## config.mk

```make
export PLATFORM = sky130hd
export DESIGN_NAME = shell_var_tokenizer_core
export DESIGN_NICKNAME = d
export VERILOG_FILES = /design/src/rtl/core/svt_pkg.sv /design/src/rtl/core/svt_front.sv /design/src/rtl/core/svt_fifo.sv /design/src/rtl/core/svt_back.sv /design/src/rtl/core/shell_var_tokenizer_core.sv
export VERILOG_INCLUDE_DIRS = /design/src /design/src/rtl/core
export SDC_FILE = /design/constraint.sdc
export NUM_CORES = 1
export LEC_CHECK = 0
export BUFFER_PORTS_ARGS = -buffer_cell sky130_fd_sc_hd__buf_2
export CORE_AREA = 2 2 175 194
export CTS_CLUSTER_DIAMETER = 120
export DETAILED_ROUTE_END_ITERATION = 10
export DIE_AREA = 0 0 177 196
export GPL_ROUTABILITY_DRIVEN = 1
export PLACE_DENSITY = 0.65
export SYNTH_ARGS = -nofsm -noshare
export SYNTH_HDL_FRONTEND = slang
export SYNTH_SLANG_ARGS = --single-unit
```

## constraint.sdc

```tcl
create_clock -name clk -period 5.94 [get_ports clk]
set_input_delay 1.188 -clock clk [delete_from_list [all_inputs] [get_ports clk]]
set_output_delay 1.188 -clock clk [all_outputs]
set_load 0.02 [all_outputs]
```

## src/rtl/core/assert_macros.svh

```systemverilog
// Assertion macros for the tokenizer core.
// Depends on nothing; users must have clk and arst_n in scope.
`ifndef ASSERT_MACROS_SVH
`define ASSERT_MACROS_SVH
`ifndef NO_ASSERTIONS
// condition holds at every clock edge out of reset
`define SVT_ASSERT(lbl, cond) \
	lbl: assert property (@(posedge clk) disable iff (!arst_n) (cond)) \
		else $error("tokenizer assertion failed");
// consequent holds in the same cycle as the antecedent
`define SVT_ASSERT_IMP(lbl, ante, cons) \
	lbl: assert property (@(posedge clk) disable iff (!arst_n) (ante) |-> (cons)) \
		else $error("tokenizer assertion failed");
`else
`define SVT_ASSERT(lbl, cond)
`define SVT_ASSERT_IMP(lbl, ante, cons)
`endif
`endif

```

## src/rtl/core/svt_pkg.sv

```systemverilog
// Shared types, character codes and event kinds for the tokenizer core.
// No dependencies.
package svt_pkg;

	localparam int CHAR_WIDTH = 16;
	localparam int MAX_RES    = 3;
	localparam int FIFO_DEPTH = 4;

	localparam logic [15:0] CHAR_MASK = 16'((32'd1 << CHAR_WIDTH) - 32'd1);

	localparam logic [15:0] CH_NUL    = 16'h0000;
	localparam logic [15:0] CH_HASH   = 16'h0023;
	localparam logic [15:0] CH_NL     = 16'h000A;
	localparam logic [15:0] CH_EQ     = 16'h003D;
	localparam logic [15:0] CH_SQUOTE = 16'h0027;
	localparam logic [15:0] CH_DQUOTE = 16'h0022;
	localparam logic [15:0] CH_BSLASH = 16'h005C;
	localparam logic [15:0] CH_BTICK  = 16'h0060;
	localparam logic [15:0] CH_DOLLAR = 16'h0024;

	// event kinds on the result channel
	typedef enum logic [3:0] {
		K_NAME_CHAR  = 4'd0,
		K_NAME_EQ    = 4'd1,
		K_NAME_END   = 4'd2,
		K_VAL_START  = 4'd3,
		K_VAL_CHAR   = 4'd4,
		K_COMMIT     = 4'd5,
		K_MISSING    = 4'd6,
		K_CANCELLED  = 4'd7,
		K_OK         = 4'd8,
		K_INVALID    = 4'd9,
		K_EMPTY      = 4'd10
	} kind_t;

	typedef logic [1:0] evcnt_t;

	// events raised by one character, slot 0 first
	typedef struct packed {
		evcnt_t                      n;
		kind_t [MAX_RES-1:0]         kind;
		logic [MAX_RES-1:0][15:0]    chr;
	} evq_t;

	typedef struct packed {
		logic full;
		logic empty;
	} fifo_stat_t;

	function automatic logic is_space(logic [15:0] c);
		return c == 16'h0020 || c == 16'h0009 || c == 16'h000D ||
			c == 16'h000A || c == 16'h000B || c == 16'h000C;
	endfunction

	// append one event to the list, dropping any beyond the slot count
	function automatic evq_t ev_put(evq_t q, kind_t k, logic [15:0] c);
		evq_t r;
		r = q;
		if (r.n < evcnt_t'(MAX_RES)) begin
			r.kind[r.n] = k;
			r.chr[r.n]  = c;
			r.n         = r.n + 2'd1;
		end
		return r;
	endfunction

endpackage

```

## src/rtl/core/svt_front.sv

```systemverilog
// Front end: accepts characters, runs the tokenizer state and builds event lists.
// Depends on svt_pkg.
module svt_front (
	input  logic         clk,
	input  logic         arst_n,
	input  logic         cfg_wen,
	input  logic         cfg_wdata,
	input  logic         in_valid,
	input  logic [15:0]  ch,
	input  logic         fifo_full,
	output logic         push,
	output svt_pkg::evq_t entry
);
	import svt_pkg::*;

	typedef enum logic [2:0] {
		M_WS, M_COMMENT, M_NAME, M_VALUE, M_QUOTED, M_SHELL
	} mode_t;
	typedef enum logic [1:0] {Q_NONE, Q_SINGLE, Q_DOUBLE} quote_t;
	typedef enum logic [1:0] {E_NONE, E_PLAIN, E_DQ} esc_t;

	mode_t  mode_q, saved_q;
	quote_t quote_q;
	esc_t   esc_q;
	logic   vne_q, seen_q, tok_only_q;

	mode_t  m, sm;
	quote_t qk;
	esc_t   ep;
	logic   vn, is;
	evq_t   ev;
	logic   done, do_hv, do_vend, do_fin, accept;
	logic [15:0] c, qc;

	assign c      = ch & CHAR_MASK;
	assign accept = in_valid && !fifo_full;
	assign push   = accept && (ev.n != 2'd0);
	assign entry  = ev;

	// next state and events for this character
	always_comb begin
		m = mode_q; sm = saved_q; qk = quote_q; ep = esc_q;
		vn = vne_q; is = seen_q;
		ev = '0;
		done = 1'b0; do_hv = 1'b0; do_vend = 1'b0; do_fin = 1'b0;
		qc = CH_SQUOTE;

		// character after a backslash
		if (ep == E_PLAIN) begin
			ep   = E_NONE;
			done = 1'b1;
			if (c == CH_NUL) begin
				m      = M_VALUE;
				ep     = E_PLAIN;
				do_fin = 1'b1;
			end else begin
				ev = ev_put(ev, K_VAL_CHAR, c);
				vn = 1'b1;
			end
		end else if (ep == E_DQ) begin
			ep = E_NONE;
			if (c == CH_DQUOTE || c == CH_BSLASH || c == CH_DOLLAR || c == CH_BTICK) begin
				ev   = ev_put(ev, K_VAL_CHAR, c);
				done = 1'b1;
			end else begin
				ev = ev_put(ev, K_VAL_CHAR, CH_BSLASH);
			end
		end

		// per-mode handling
		if (!done) begin
			unique case (m)
				M_COMMENT: begin
					if (c == CH_NL) m = M_WS;
					else if (c == CH_NUL) do_fin = 1'b1;
				end
				M_NAME: begin
					if (c == CH_EQ) begin
						ev = ev_put(ev, K_NAME_EQ, 16'd0);
						is = 1'b1;
						m  = M_VALUE;
						vn = 1'b0;
						sm = M_WS;
					end else if (c == CH_NUL || is_space(c)) begin
						ev = ev_put(ev, K_NAME_END, 16'd0);
						is = 1'b1;
						m  = M_WS;
						if (c == CH_NUL) do_fin = 1'b1;
					end else begin
						ev = ev_put(ev, K_NAME_CHAR, c);
					end
				end
				M_SHELL: begin
					if (c == CH_BTICK) m = sm;
					else if (c == CH_NUL) do_fin = 1'b1;
				end
				M_VALUE, M_QUOTED: do_hv = 1'b1;
				default: begin
					if (c == CH_HASH) begin
						m = M_COMMENT;
					end else if (c == CH_NUL) begin
						do_fin = 1'b1;
					end else if (!is_space(c)) begin
						if (tok_only_q) begin
							ev    = ev_put(ev, K_VAL_START, 16'd0);
							is    = 1'b1;
							m     = M_VALUE;
							vn    = 1'b0;
							sm    = M_WS;
							do_hv = 1'b1;
						end else begin
							m  = M_NAME;
							ev = ev_put(ev, K_NAME_CHAR, c);
						end
					end
				end
			endcase
		end

		// value text, bare or quoted
		if (do_hv) begin
			if (m == M_VALUE) begin
				if (c == CH_SQUOTE || c == CH_DQUOTE) begin
					qk = (c == CH_DQUOTE) ? Q_DOUBLE : Q_SINGLE;
					m  = M_QUOTED;
					vn = 1'b1;
				end else if (c == CH_BSLASH) begin
					ep = E_PLAIN;
					vn = 1'b1;
				end else if (c == CH_BTICK) begin
					sm = M_VALUE;
					m  = M_SHELL;
					vn = 1'b1;
				end else if (c == CH_NUL || is_space(c)) begin
					do_vend = 1'b1;
					if (c == CH_NUL) do_fin = 1'b1;
				end else begin
					ev = ev_put(ev, K_VAL_CHAR, c);
					vn = 1'b1;
				end
			end else begin
				qc = (qk == Q_DOUBLE) ? CH_DQUOTE : CH_SQUOTE;
				if (c == qc) begin
					m  = M_VALUE;
					qk = Q_NONE;
				end else if (c == CH_BSLASH && qk == Q_DOUBLE) begin
					ep = E_DQ;
				end else if (c == CH_BTICK) begin
					sm = M_QUOTED;
					m  = M_SHELL;
				end else if (c == CH_NUL) begin
					do_fin = 1'b1;
				end else begin
					ev = ev_put(ev, K_VAL_CHAR, c);
				end
			end
		end

		// end of value
		if (do_vend) begin
			if (!vn) ev = ev_put(ev, K_MISSING, 16'd0);
			else if (sm != M_WS) ev = ev_put(ev, K_CANCELLED, 16'd0);
			else ev = ev_put(ev, K_COMMIT, 16'd0);
			sm = M_WS;
			vn = 1'b0;
			m  = M_WS;
		end

		// end of string: status then clear string state
		if (do_fin) begin
			if (m != M_WS || sm != M_WS || ep != E_NONE) ev = ev_put(ev, K_INVALID, 16'd0);
			else if (is) ev = ev_put(ev, K_OK, 16'd0);
			else ev = ev_put(ev, K_EMPTY, 16'd0);
			m = M_WS; sm = M_WS; qk = Q_NONE; ep = E_NONE;
			vn = 1'b0; is = 1'b0;
		end
	end

	// tokenizer state and config register
	always_ff @(posedge clk or negedge arst_n) begin
		if (!arst_n) begin
			mode_q     <= M_WS;
			saved_q    <= M_WS;
			quote_q    <= Q_NONE;
			esc_q      <= E_NONE;
			vne_q      <= 1'b0;
			seen_q     <= 1'b0;
			tok_only_q <= 1'b0;
		end else begin
			if (cfg_wen) tok_only_q <= cfg_wdata;
			if (accept) begin
				mode_q  <= m;
				saved_q <= sm;
				quote_q <= qk;
				esc_q   <= ep;
				vne_q   <= vn;
				seen_q  <= is;
			end
		end
	end

endmodule

```

## src/rtl/core/svt_fifo.sv

```systemverilog
// Short queue of event lists between front and back end.
// Depends on svt_pkg.
module svt_fifo (
	input  logic               clk,
	input  logic               arst_n,
	input  logic               push,
	input  svt_pkg::evq_t      wr_entry,
	input  logic               pop,
	output svt_pkg::evq_t      head,
	output svt_pkg::fifo_stat_t stat
);
	import svt_pkg::*;

	localparam int PW = $clog2(FIFO_DEPTH);

	evq_t          mem_q [FIFO_DEPTH];
	logic [PW-1:0] wr_q, rd_q;
	logic [PW:0]   cnt_q;
	logic          do_push, do_pop;

	assign stat.full  = (cnt_q == (PW+1)'(FIFO_DEPTH));
	assign stat.empty = (cnt_q == '0);
	assign do_push    = push && !stat.full;
	assign do_pop     = pop && !stat.empty;
	assign head       = mem_q[rd_q];

	// entry storage, no reset needed
	always_ff @(posedge clk) begin
		if (do_push) mem_q[wr_q] <= wr_entry;
	end

	// pointers and fill count
	always_ff @(posedge clk or negedge arst_n) begin
		if (!arst_n) begin
			wr_q  <= '0;
			rd_q  <= '0;
			cnt_q <= '0;
		end else begin
			if (do_push) wr_q <= wr_q + 1'b1;
			if (do_pop) rd_q <= rd_q + 1'b1;
			unique case ({do_push, do_pop})
				2'b10:   cnt_q <= cnt_q + 1'b1;
				2'b01:   cnt_q <= cnt_q - 1'b1;
				default: cnt_q <= cnt_q;
			endcase
		end
	end

endmodule

```

## src/rtl/core/svt_back.sv

```systemverilog
// Back end: unpacks queued event lists, one result beat per cycle while not stalled.
// Depends on svt_pkg.
module svt_back (
	input  logic                clk,
	input  logic                arst_n,
	input  svt_pkg::evq_t       head,
	input  svt_pkg::fifo_stat_t stat,
	output logic                pop,
	input  logic                out_stall,
	output logic                out_valid,
	output logic [3:0]          kind,
	output logic [15:0]         chr,
	output logic                last
);
	import svt_pkg::*;

	evcnt_t idx_q;
	logic   valid_q, last_q;
	kind_t  kind_q;
	logic [15:0] chr_q;
	logic   load, is_last;

	assign load    = !stat.empty && (!valid_q || !out_stall);
	assign is_last = (idx_q == head.n - 2'd1);
	assign pop     = load && is_last;

	assign out_valid = valid_q;
	assign kind      = kind_q;
	assign chr       = chr_q;
	assign last      = last_q;

	// output register and slot index
	always_ff @(posedge clk or negedge arst_n) begin
		if (!arst_n) begin
			valid_q <= 1'b0;
			idx_q   <= '0;
		end else begin
			if (load) begin
				valid_q <= 1'b1;
				idx_q   <= is_last ? 2'd0 : idx_q + 2'd1;
			end else if (!out_stall) begin
				valid_q <= 1'b0;
			end
		end
	end

	// beat payload
	always_ff @(posedge clk) begin
		if (load) begin
			kind_q <= head.kind[idx_q];
			chr_q  <= head.chr[idx_q];
			last_q <= is_last;
		end
	end

endmodule

```

## src/rtl/core/shell_var_tokenizer_core.sv

```systemverilog
// Shell-style name=value tokenizer: one character in, a stream of event beats out.
// A character's events are written into the queue, then loaded into the output register.
// Throughput: one character per cycle while the queue is not full; the result port moves
// one beat per cycle while out_stall is low, one beat per result (4-entry queue).
// Reset (arst_n, asynchronous): whitespace mode, queue empty, tokens_only cleared.
module shell_var_tokenizer_core (
	input  logic        clk,
	input  logic        arst_n,
	input  logic        cfg_wen,
	input  logic        cfg_wdata,
	input  logic        in_valid,
	output logic        in_stall,
	input  logic [15:0] ch,
	output logic        out_valid,
	input  logic        out_stall,
	output logic [3:0]  kind,
	output logic [15:0] chr,
	output logic        last
);
	import svt_pkg::*;

	`include "assert_macros.svh"

	evq_t       entry, head;
	fifo_stat_t fstat;
	logic       push, pop;

	assign in_stall = fstat.full;

	svt_front u_front (
		.clk       (clk),
		.arst_n    (arst_n),
		.cfg_wen   (cfg_wen),
		.cfg_wdata (cfg_wdata),
		.in_valid  (in_valid),
		.ch        (ch),
		.fifo_full (fstat.full),
		.push      (push),
		.entry     (entry)
	);

	svt_fifo u_fifo (
		.clk      (clk),
		.arst_n   (arst_n),
		.push     (push),
		.wr_entry (entry),
		.pop      (pop),
		.head     (head),
		.stat     (fstat)
	);

	svt_back u_back (
		.clk       (clk),
		.arst_n    (arst_n),
		.head      (head),
		.stat      (fstat),
		.pop       (pop),
		.out_stall (out_stall),
		.out_valid (out_valid),
		.kind      (kind),
		.chr       (chr),
		.last      (last)
	);

	// queued lists always hold at least one event
	`SVT_ASSERT_IMP(a_head_nonempty, !fstat.empty, head.n != 2'd0)
	// a final status beat closes its character's results
	`SVT_ASSERT_IMP(a_status_last, out_valid && kind >= K_OK, last)
	// no kind code beyond the defined set reaches the port
	`SVT_ASSERT_IMP(a_kind_range, out_valid, kind <= K_EMPTY)

endmodule

```

==> impl_metrics.json, run 1 <==
{
  "status": "complete, no violations",
  "grt_max_degree": 62,
  "rows": 70,
  "cts_hold_buf": 0,
  "worstSetupPathType": "in2reg",
  "wirelength_mm": 30.4,
  "grt_pass1_vias": 7929,
  "gr-total-overflow": 0,
  "crit_required_ns": 6.40,
  "async_flop_share_pct": 7.88,
  "gp_congestion": 0.934,
  "mostFrequentLayoutCells": "edfxtp_1 (269), mux4_2 (62), nand2_1 (45)",
  "holdPathStages": 1,
  "final_core_util_pct": 45.0,
  "vias_per_cell": 5.63,
  "worstMarginPinSlew_ns": 1.13,
  "avgSynthCellArea_um2": 15.7,
  "synth_largest_area_cell": "edfxtp_1",
  "final_common_cell": "edfxtp_1",
  "critical-path-top-delay-family": "simple AND/OR/NAND/NOR gates",
  "yosys_warnings": 0,
  "slew_headroom_pct": 24.7,
  "finalHoldViolCount": 0,
  "clk_pin_slew_ns": 0.06,
  "antenna_found_initial": 0,
  "crit_chain": "buf_2 -> or4_4 -> nor2_1 -> and2_1 -> o21ai_0 -> ha_1 -> a211oi_1 -> a2111oi_2 -> a211oi_1 -> nand2_1 -> o31a_1 -> inv_1 -> ha_1 -> inv_1 -> fa_1 -> xor2_1 -> nor2_1 -> xor2_1",
  "setup_slack_ns": 1.17,
  "ys_types": 72,
  "postCtsSetupBuffers": 0,
  "fin_skew_ns": 0.0238,
  "regToRegSetupSlack_ns": 1.50,
  "final_layout_size_suffix_gt1_share_pct": 23.3,
  "grt_pass1_wl_mm": 47.1,
  "drv_slew": 0,
  "fmax_mhz": 210,
  "dieArea_um2": 34700,
  "finalCriticalPeriod_ns": 4.77,
  "total_power_uw": 7560,
  "insertion_delay_ns": 0.56,
  "dr.pass1.iters": 5,
  "nNetsFinal": 925,
  "hold_slack_ns": 0.501,
  "ys_ff_latch": 292,
  "io_buffers": 44,
  "synthCells": 826,
  "cts_root_buf": "clkbuf_16",
  "max_stage_delay_ns": 0.59,
  "num_vias": 7613,
  "crit_path_max_fanout": 15,
  "seqCellArea_um2": 8660,
  "r2r-start": "u_front.mode_q[2]$_DFFE_PN0P_",
  "path_buf_inv": 3,
  "cts_tree": "yes",
  "die_w_um": 177,
  "hpwl_mm": 19.6,
  "die_height_um": 196,
  "hold_end": "u_fifo.cnt_q[0]$_DFFE_PN0P_",
  "arrival_ns": 5.23,
  "dp_slack_ns": 0.642,
  "htree_levels": 1,
  "power.density_nw_per_um2": 511,
  "r2r-end": "u_fifo.cnt_q[2]$_DFFE_PN0P_",
  "cts_buffer_depth": 3,
  "fin_crit_sh_pct": 80.3,
  "p_leak_uw": 0.00509,
  "crit_path_end_kind": "register",
  "fp.coreArea_um2": 32800,
  "drv_cap": 0,
  "fillers": 2905,
  "ant_nets": 0,
  "drc": 0,
  "clock_sinks": 292,
  "synthTopCellsByArea": "edfxtp_1 (62%), mux4_2 (11%), dfrtp_1 (4.5%), mux2i_1 (1.7%), nor2b_1 (1.5%)",
  "multiInputGateArea_um2": 4020,
  "crit_slowest_cell": "or4_4",
  "start_kind": "input pin",
  "peakVddDrop_mv": 0.343,
  "io_pins": 45,
  "fin_tns_setup_ns": 0,
  "cts_resized": 0,
  "ys_seq_area_share_pct": 66.9,
  "syn_nets": 855,
  "rsz0062_at_grt": "no",
  "drt_first_iter_violations": 661,
  "worstHoldStart": "u_fifo.cnt_q[0]$_DFFE_PN0P_",
  "start_util_pct": 39.4,
  "synth.top_cell.area_share_pct": 62.5,
  "syn2layout_area_growth_pct": 14.4,
  "hold_class": "reg2reg",
  "n_antenna_cell": 0,
  "synth-edff-count": 269,
  "ys.flop_type": "edfxtp_1",
  "syn_area_um2": 12900,
  "grt_use_total_pct": 17.9,
  "numCtsBuffers": 30,
  "rr_worst_depth": 16,
  "wl_per_cell_um": 22.5,
  "setup_viol": 0
}
-- per-stage QoR --
stage,cells,instance area (um^2)
after floorplan,826,12900
after global placement,1296,13900
after detailed placement,1296,13900
after CTS,1352,14800
after global routing,1352,14800
final,1352,14800
-- where the power goes --
| part | switching [uW] | internal [uW] |
|---|---|---|
| clock | 768 | 1020 |
| sequential | 210 | 2990 |
| combinational | 1540 | 1040 |
| total | 2520 | 5040 |
-- synthesized netlist by cell type (3+ instances only) --
master and number:
or3_1 4, nand2_1 45, inv_1 34, o22ai_1 24
and2_1 27, o21a_1 8, a22oi_1 3, o211ai_1 7
nor2_1 31, mux4_2 62, xor2_1 5, or4_4 4
a211o_1 3, nand4_1 4, o21ai_0 29, and3_1 5
nor4_1 6, ha_1 6, o21ai_1 3, nor3_1 15
a22o_1 3, a21oi_1 22, nand3_1 10, edfxtp_1 269
buf_1 9, nor2b_1 30, o32ai_1 4, a211oi_1 4
o31ai_1 4, dfrtp_1 23, nand2b_1 10, buf_2 3
xnor2_1 8, mux2i_1 22, or2_2 3, clkbuf_1 31
-- sequential cells by signal, indices dropped and copies added, names as in the netlist --
signal / cells
u_back.chr: 16
u_back.out_valid: 1
u_front.mode_q: 3
u_back.kind: 4
u_front.seen_q: 1
u_front.quote_q: 2
u_fifo.wr_q: 2
u_fifo.mem_q: 248
u_front.vne_q: 1
u_fifo.cnt_q: 3
u_fifo.rd_q: 2
u_front.esc_q: 2
u_back.last: 1
u_front.tok_only_q: 1
u_front.saved_q: 3
u_back.idx_q: 2
-- worst reg2reg max path: cells and delay by family (launching register included) --
family	cells	cell delay [ns]
AOI/OAI and AO/OA	4	1.50
DFF	1	0.58
and+or+nand+nor	6	1.24
xor gates and xnor gates	2	0.31
adders and majority gates	2	0.61
buffers and inverters	2	0.14
-- area by class of cell --
cell class,count,area share [%]
sequential,292,58.5
multi-input combinational,457,27.1
timing repair buffer,81,3.45
tap,432,3.65
inverter,34,0.863
clock inverter,22,1.18
clock buffer,34,5.18
-- how the worst max path moves through the flow --
stage,slack [ns],endpoint,startpoint,cells past startpoint
after floorplan,0.28,u_fifo.cnt_q[2]$_DFFE_PN0P_,ch[9],19
after global placement,0.71,u_fifo.cnt_q[2]$_DFFE_PN0P_,ch[1],18
after detailed placement,0.64,u_fifo.cnt_q[2]$_DFFE_PN0P_,ch[4],17
after CTS,1.19,u_fifo.cnt_q[2]$_DFFE_PN0P_,ch[4],17
after global routing,0.90,u_fifo.cnt_q[2]$_DFFE_PN0P_,ch[1],18
final,1.17,u_fifo.cnt_q[2]$_DFFE_PN0P_,ch[1],18
-- cells by family after synthesis --
group           Yosys count  synth area share, %
buf+inv                  77                 2.26
mux                      86                 12.7
xor+xnor                 13                0.881
simple gates            215                 9.40
fa+ha+maj                 7                0.735
compound gates          136                 7.13
flops                   292                 66.9
-- per-layer routing --
metal | global-route usage (%) | share of wire, %
met2 | 30.1 | 50
met1 | 23.4 | 42
met3 | 2.98 | 5.0
met4 | 6.21 | 3.5
met5 | 0 | 0
No activity file was read; power rests on OpenSTA's default activity.
==> inputs of run 2 (changes only) <==
ABC_AREA = 1   (was default)
CORE_AREA = 2 2 179 198   (was 2 2 175 194)
DIE_AREA = 0 0 181 200   (was 0 0 177 196)
PLACE_DENSITY = 0.67   (was 0.65)
clock period = 4 ns   (was 5.94 ns; I/O delays follow)
==> run 2 against run 1 <==
Net effect: global-route usage is 2.0 points higher; via count is 35% higher; sequential power increased by 60%; largest cell class unchanged.
==> impl_metrics.json, run 2 <==
{
  "status": "complete, no violations",
  "syn_area_um2": 13500,
  "crit_required_ns": 4.43,
  "fin_skew_ns": 0.0156,
  "yosys_warnings": 0,
  "ys.flop_type": "edfxtp_1",
  "io_pins": 45,
  "start_util_pct": 39.7,
  "top_register": "u_fifo.mem_q",
  "r2r-start": "u_front.esc_q[0]$_DFFE_PN0P_",
  "largest_reg_flops": 248,
  "dieArea_um2": 36200,
  "ys_ff_latch": 292,
  "hpwl_mm": 23.9,
  "grt_pass1_vias": 10205,
  "yosysMostFrequentCell": "edfxtp_1",
  "crit_path_end_kind": "register",
  "synthTopCellsByArea": "edfxtp_1 (60%), nor2_1 (6.0%), o21ai_0 (5.2%), nand2_1 (5.1%), dfrtp_1 (4.3%)",
  "drc": 0,
  "num_vias": 10282,
  "clock_sinks": 292,
  "htree_levels": 1,
  "rsz0062_at_grt": "no",
  "wl_per_cell_um": 18.9,
  "ant_nets": 0,
  "avgSynthCellArea_um2": 10.6,
  "cts_root_buf": "clkbuf_16",
  "dp_slack_ns": -0.267,
  "async_flop_share_pct": 7.88,
  "cts_tree": "yes",
  "arrival_ns": 4.12,
  "crit_path_start": "ch[14]",
  "total_power_uw": 14500,
  "hold_class": "in2async",
  "synthTopCellsByCount": "edfxtp_1 (269), nor2_1 (216), nand2_1 (184), o21ai_0 (141), inv_1 (93)",
  "drv_slew": 0,
  "setup_slack_ns": 0.304,
  "worstMarginPinSlew_ns": 0.886,
  "max_stage_delay_ns": 0.42,
  "internal_power_uw": 8770,
  "fin_crit_sh_pct": 92.4,
  "power.density_nw_per_um2": 879,
  "fin_tns_setup_ns": 0,
  "worstSetupPathType": "in2reg",
  "critical-path-top-delay-family": "simple AND/OR/NAND/NOR gates",
  "cts_resized": 0,
  "grt_max_degree": 89,
  "die_height_um": 200,
  "io_buffers": 44,
  "start_kind": "input pin",
  "use_met2_pct": 36.0,
  "p_switching_uw": 5770,
  "wirelength_mm": 36.3,
  "synth-edff-count": 269,
  "vias_per_cell": 5.36,
  "cts_hold_buf": 0,
  "fillers": 3069,
  "cts_buffer_depth": 3,
  "grt_util_met1_pct": 24.7,
  "multiInputGateArea_um2": 4270,
  "drt_first_iter_violations": 889,
  "ys_seq_area_share_pct": 63.9,
  "final_layout_size_suffix_gt1_share_pct": 22.2,
  "insertion_delay_ns": 0.55,
  "p_leak_uw": 0.00651,
  "clk_pin_slew_ns": 0.07,
  "cpMostUsedCell": "nand2_1",
  "path_buf_inv": 5,
  "synthCells": 1279,
  "nNetsFinal": 1484,
  "seqCellArea_um2": 8660,
  "switching_share_pct": 39.7,
  "die_w_um": 181,
  "antenna_found_initial": 0,
  "synth.top_cell.area_share_pct": 59.7,
  "crit_slowest_cell": "fa_1",
  "gr-total-overflow": 0,
  "met3_usage_pct": 2.43,
  "numCtsBuffers": 30,
  "ys_types": 49,
  "slew_headroom_pct": 41.0,
  "finalHoldViolCount": 0,
  "seqPwrFrac_pct": 35.1,
  "grt_pass1_wl_mm": 56.0,
  "fp.coreArea_um2": 34100,
  "dr.pass1.iters": 6,
  "n_antenna_cell": 0,
  "crit_path_max_fanout": 6,
  "gp_congestion": 0.932,
  "grt_use_total_pct": 19.8,
  "syn_nets": 1308,
  "peakVddDrop_mv": 0.483,
  "rows": 71,
  "p_comb_share_pct": 45.2,
  "synth_largest_area_cell": "edfxtp_1",
  "setup_viol": 0,
  "clkPwrFrac_pct": 19.7,
  "final_common_cell": "edfxtp_1",
  "finalCriticalPeriod_ns": 3.70,
  "postCtsSetupBuffers": 0,
  "mostFrequentLayoutCells": "edfxtp_1 (269), nor2_1 (210), nand2_1 (184)",
  "drv_cap": 0,
  "busiest_layer": "met2",
  "fmax_mhz": 271,
  "syn2layout_area_growth_pct": 22.2
}
-- run 2: cell types whose count changed in the layout (fill, tap and decap cells not counted), moves of 14 or more --
| cell | change |
|---|---|
| nor2_1 | +179 |
| nand2_1 | +139 |
| o21ai_0 | +112 |
| buf_4 | +107 |
| mux4_2 | -62 |
| inv_1 | +58 |
| nand3_1 | +45 |
| o221ai_1 | +33 |
| nor2b_1 | -30 |
| and2_1 | -23 |
| mux2i_1 | -22 |
| buf_12 | +16 |
| nand2_2 | +15 |
| a32o_1 | +14 |
-- run 2: cell families (layout without fill, tap and decap cells) --
| family | count (synthesis) | after routing | share of synthesized area [%] |
|---|---|---|---|
| AOI/OAI and AO/OA | 284 | 284 | 12.9 |
| xor gates and xnor gates | 6 | 6 | 0.388 |
| adders and majority gates | 7 | 7 | 0.703 |
| buffers and inverters | 167 | 367 | 4.91 |
| DFF | 292 | 292 | 63.9 |
| and+or+nand+nor | 523 | 523 | 17.1 |
-- run 2: power by group through the flow --
stage | Clock [uW] | Sequential [uW] | Combinational (uW)
after floorplan | 0 | 5200 | 3890
after global placement | 0 | 5130 | 6420
after detailed placement | 0 | 5160 | 6520
after CTS | 2890 | 5100 | 6580
after global routing | 3020 | 5190 | 7210
final | 2860 | 5110 | 6570
-- run 2: final timing paths --
check	depth (start not counted)	to	slack [ns]
setup / recovery	27	u_fifo.cnt_q[2]$_DFFE_PN0P_	0.30
hold / removal	1	u_front.tok_only_q$_DFFE_PN0P_	0.25
setup reg to reg	25	u_fifo.cnt_q[2]$_DFFE_PN0P_	0.39
hold reg to reg	2	u_front.quote_q[1]$_DFFE_PN0P_	0.50
max in group asynchronous	1	u_fifo.rd_q[0]$_DFFE_PN0P_	3.30
min in group clk	2	u_front.tok_only_q$_DFFE_PN0P_	0.46
-- run 2: area by class of cell --
cell class,instances,share of cell area [%]
multi-input cells,820,25.8
flip-flops and latches,292,52.4
inverters,107,2.44
repair buffers,204,9.88
well taps,438,3.31
clock inverters,24,1.60
clock buffers,32,4.59
-- run 2: worst register-to-register path, cell delays in order, from the launching register on --
cell	delay [ns]
dfrtp_1	0.40
inv_1	0.07
nor2_1	0.34
nand3_4	0.22
buf_4	0.21
nand2_1	0.09
nand2_1	0.06
nand2_1	0.06
inv_1	0.05
nand3_1	0.07
nand2_1	0.06
nor2_2	0.13
nand2_1	0.10
nor2_4	0.09
nand2_1	0.06
nand2_2	0.09
nor2_4	0.05
nor3_4	0.13
nand3_2	0.13
nand2_4	0.09
ha_1	0.13
inv_1	0.06
fa_1	0.43
a21oi_1	0.13
o21ai_0	0.11
xor2_1	0.15
-- run 2: routing by layer --
layer	vias to the layer above	routed length [um]
li1	4891	-
met1	4987	15100
met2	333	18400
met3	71	1850
met4	0	964
met5	-	0
-- run 2: metrics by stage --
step	std cells	area [um^2]	hold WS [ns]	util [%]
global route	1917	16500	0.274	48.5
CTS	1917	16500	0.249	48.5
detailed placement	1861	15500	0.473	45.5
global placement	1861	15500	0.466	45.5
floorplan	1279	13600	0.453	-
finish	1917	16500	0.249	48.5
==> inputs of run 3 (changes only) <==
clock period = 3 ns   (was 4 ns; I/O delays follow)
==> run 3 against run 2 <==
Net effect: the run now ends with setup timing left; hold slack lost 0.20 ns; register-to-register slack lost 0.65 ns; sequential power grew 32%; final area grew 12%; sequential cell count is the same; clock-buffer cell count grew 9; clock skew shrank 0.0053 ns; critical path depth grew 1; critical path type unchanged; highest routed layer unchanged.
==> impl_metrics.json, run 3 (same netlist as run 2, synthesis figures left out) <==
{
  "cts_tree": "yes",
  "crit_path_end_kind": "register",
  "insertion_delay_ns": 0.56,
  "wirelength_mm": 39.3,
  "cts_root_buf": "clkbuf_16",
  "dieArea_um2": 36200,
  "grt_max_degree": 111,
  "setup_viol": 344,
  "largest_reg_flops": 248,
  "numCtsBuffers": 31,
  "grt_use_total_pct": 21.0,
  "antenna_found_initial": 0,
  "r2r-start": "u_front.esc_q[1]$_DFFE_PN0P_",
  "drc": 0,
  "top_register": "u_fifo.mem_q",
  "final_core_util_pct": 54.1,
  "cts_buffer_depth": 3,
  "status": "finished, violations left",
  "grt_pass1_vias": 10788,
  "die_height_um": 200,
  "crit_path_max_fanout": 8,
  "grt_pass1_wl_mm": 58.8,
  "dr.pass1.iters": 5,
  "final_common_cell": "edfxtp_1",
  "fillers": 2851,
  "p_leak_uw": 0.00737,
  "gr-total-overflow": 0,
  "num_vias": 11039,
  "arrival_ns": 3.63,
  "hold_class": "in2async",
  "gp_congestion": 0.921,
  "regToRegSetupSlack_ns": -0.26,
  "fmax_mhz": 299,
  "io_buffers": 44,
  "final_layout_size_suffix_gt1_share_pct": 32.6,
  "rr_worst_depth": 23,
  "clk_pin_slew_ns": 0.06,
  "start_util_pct": 39.7,
  "worstMarginPinSlew_ns": 1.12,
  "drt_first_iter_violations": 957,
  "drv_slew": 0,
  "clock_sinks": 292,
  "fp.coreArea_um2": 34100,
  "setup_slack_ns": -0.342,
  "nNetsFinal": 1608,
  "r2r-end": "u_fifo.mem_q[3][43]$_DFFE_PP_",
  "peakVddDrop_mv": 0.612,
  "hpwl_mm": 24.3,
  "io_pins": 45,
  "fin_crit_sh_pct": 111,
  "wl_per_cell_um": 19.3,
  "vias_per_cell": 5.41,
  "drv_cap": 0,
  "power.density_nw_per_um2": 1150,
  "fin_tns_setup_ns": -68.26,
  "rows": 71,
  "crit_required_ns": 3.28,
  "start_kind": "input pin",
  "syn2layout_area_growth_pct": 36.2,
  "worstSetupPathType": "in2reg",
  "die_w_um": 181,
  "finalHoldViolCount": 0,
  "finalCriticalPeriod_ns": 3.34,
  "fin_skew_ns": 0.0103,
  "htree_levels": 1,
  "violations": "setup timing",
  "rsz0062_at_grt": "yes",
  "slew_headroom_pct": 25.5,
  "ant_nets": 0,
  "n_antenna_cell": 0,
  "mostFrequentLayoutCells": "edfxtp_1 (269), buf_4 (217), nor2_1 (194)"
}
-- run 3: changes by cell type in the layout (fill, tap and decap cells not counted), sizes merged --
cell / change
clkinvlp: -1
clkbuf: +14
inv: +2
clkinv: -4
buf: +118
bufinv: -4
-- run 3: through the flow --
stage               hold WS, ns  power [uW]  setup slack [ns]  cells  cell area [um^2]
CTS                      0.0761       20500            -0.343   2020             17800
finish                   0.0513       21200            -0.342   2042             18400
global route             0.0790       22400            -0.483   2042             18400
floorplan                 0.304       12100            -0.903   1279             13600
detailed placement        0.506       16200             -1.17   1909             15900
global placement          0.477       16000             -1.13   1909             15900
-- run 3: timing repair --
item	4_1_cts	5_1_grt
hold endpoints to repair	0	0
buffers inserted	45	21
cloned	9	5
resized for setup	58	106
endpoints found under the setup margin	427	503
hold buffers	0	0
pin swaps	32	46
-- run 3: critical path, stage by stage --
cell       delay, ns
buf_2           0.12
nor2_4          0.10
nand2_4         0.08
nor2_4          0.25
buf_6           0.19
nand3_4         0.09
nand2_4         0.09
buf_6           0.10
o21bai_4        0.06
nand2_2         0.09
buf_6           0.11
nor2_4          0.03
a21oi_2         0.12
nand2_2         0.08
nor2_4          0.12
nand2_2         0.07
nand2_2         0.05
nand2_2         0.07
nor2_4          0.12
nor3_4          0.05
nand3_2         0.10
nand2_4         0.07
buf_4           0.14
buf_8           0.13
nor2_4          0.10
buf_12          0.17
buf_12          0.15
clkbuf_16       0.14
-- run 3: area by class of cell --
cell class              count  area [um^2]  share of cell area [%]
well taps                 438          548                    2.97
inverters                 107          413                    2.24
multi-input cells         820         4720                    25.6
clock buffers              41          823                    4.46
clock inverters            17          133                   0.719
repair buffers            327         3150                    17.1
flip-flops and latches    292         8660                    47.0
-- run 3: worst max path at each step --
| stage | start | to | cells past startpoint |
|---|---|---|---|
| after floorplan | ch[2] | u_fifo.mem_q[0][0]$_DFFE_PP_ | 21 |
| after global placement | ch[9] | u_fifo.cnt_q[2]$_DFFE_PN0P_ | 26 |
| after detailed placement | ch[9] | u_fifo.cnt_q[2]$_DFFE_PN0P_ | 26 |
| after CTS | ch[8] | u_fifo.cnt_q[2]$_DFFE_PN0P_ | 27 |
| after global routing | ch[15] | u_fifo.cnt_q[2]$_DFFE_PN0P_ | 26 |
| final | ch[15] | u_fifo.mem_q[3][43]$_DFFE_PP_ | 28 |
-- run 3: metal layers --
layer / track usage (%) / vias up / part of all wire (%)
met4: 8.28 / 0 / 3.2
met1: 25.7 / 5408 / 39
li1: - / 5153 / -
met5: 0 / - / 0
met2: 38.0 / 389 / 51
met3: 2.45 / 89 / 6.4
-- run 3: power by group --
group          leakage [uW]  switching (uW)  total (uW)  internal [uW]
combinational       0.00409            6510       10900           4400
sequential          0.00281             318        6730           6410
clock              0.000469            1550        3580           2030
total               0.00737            8380       21200          12800
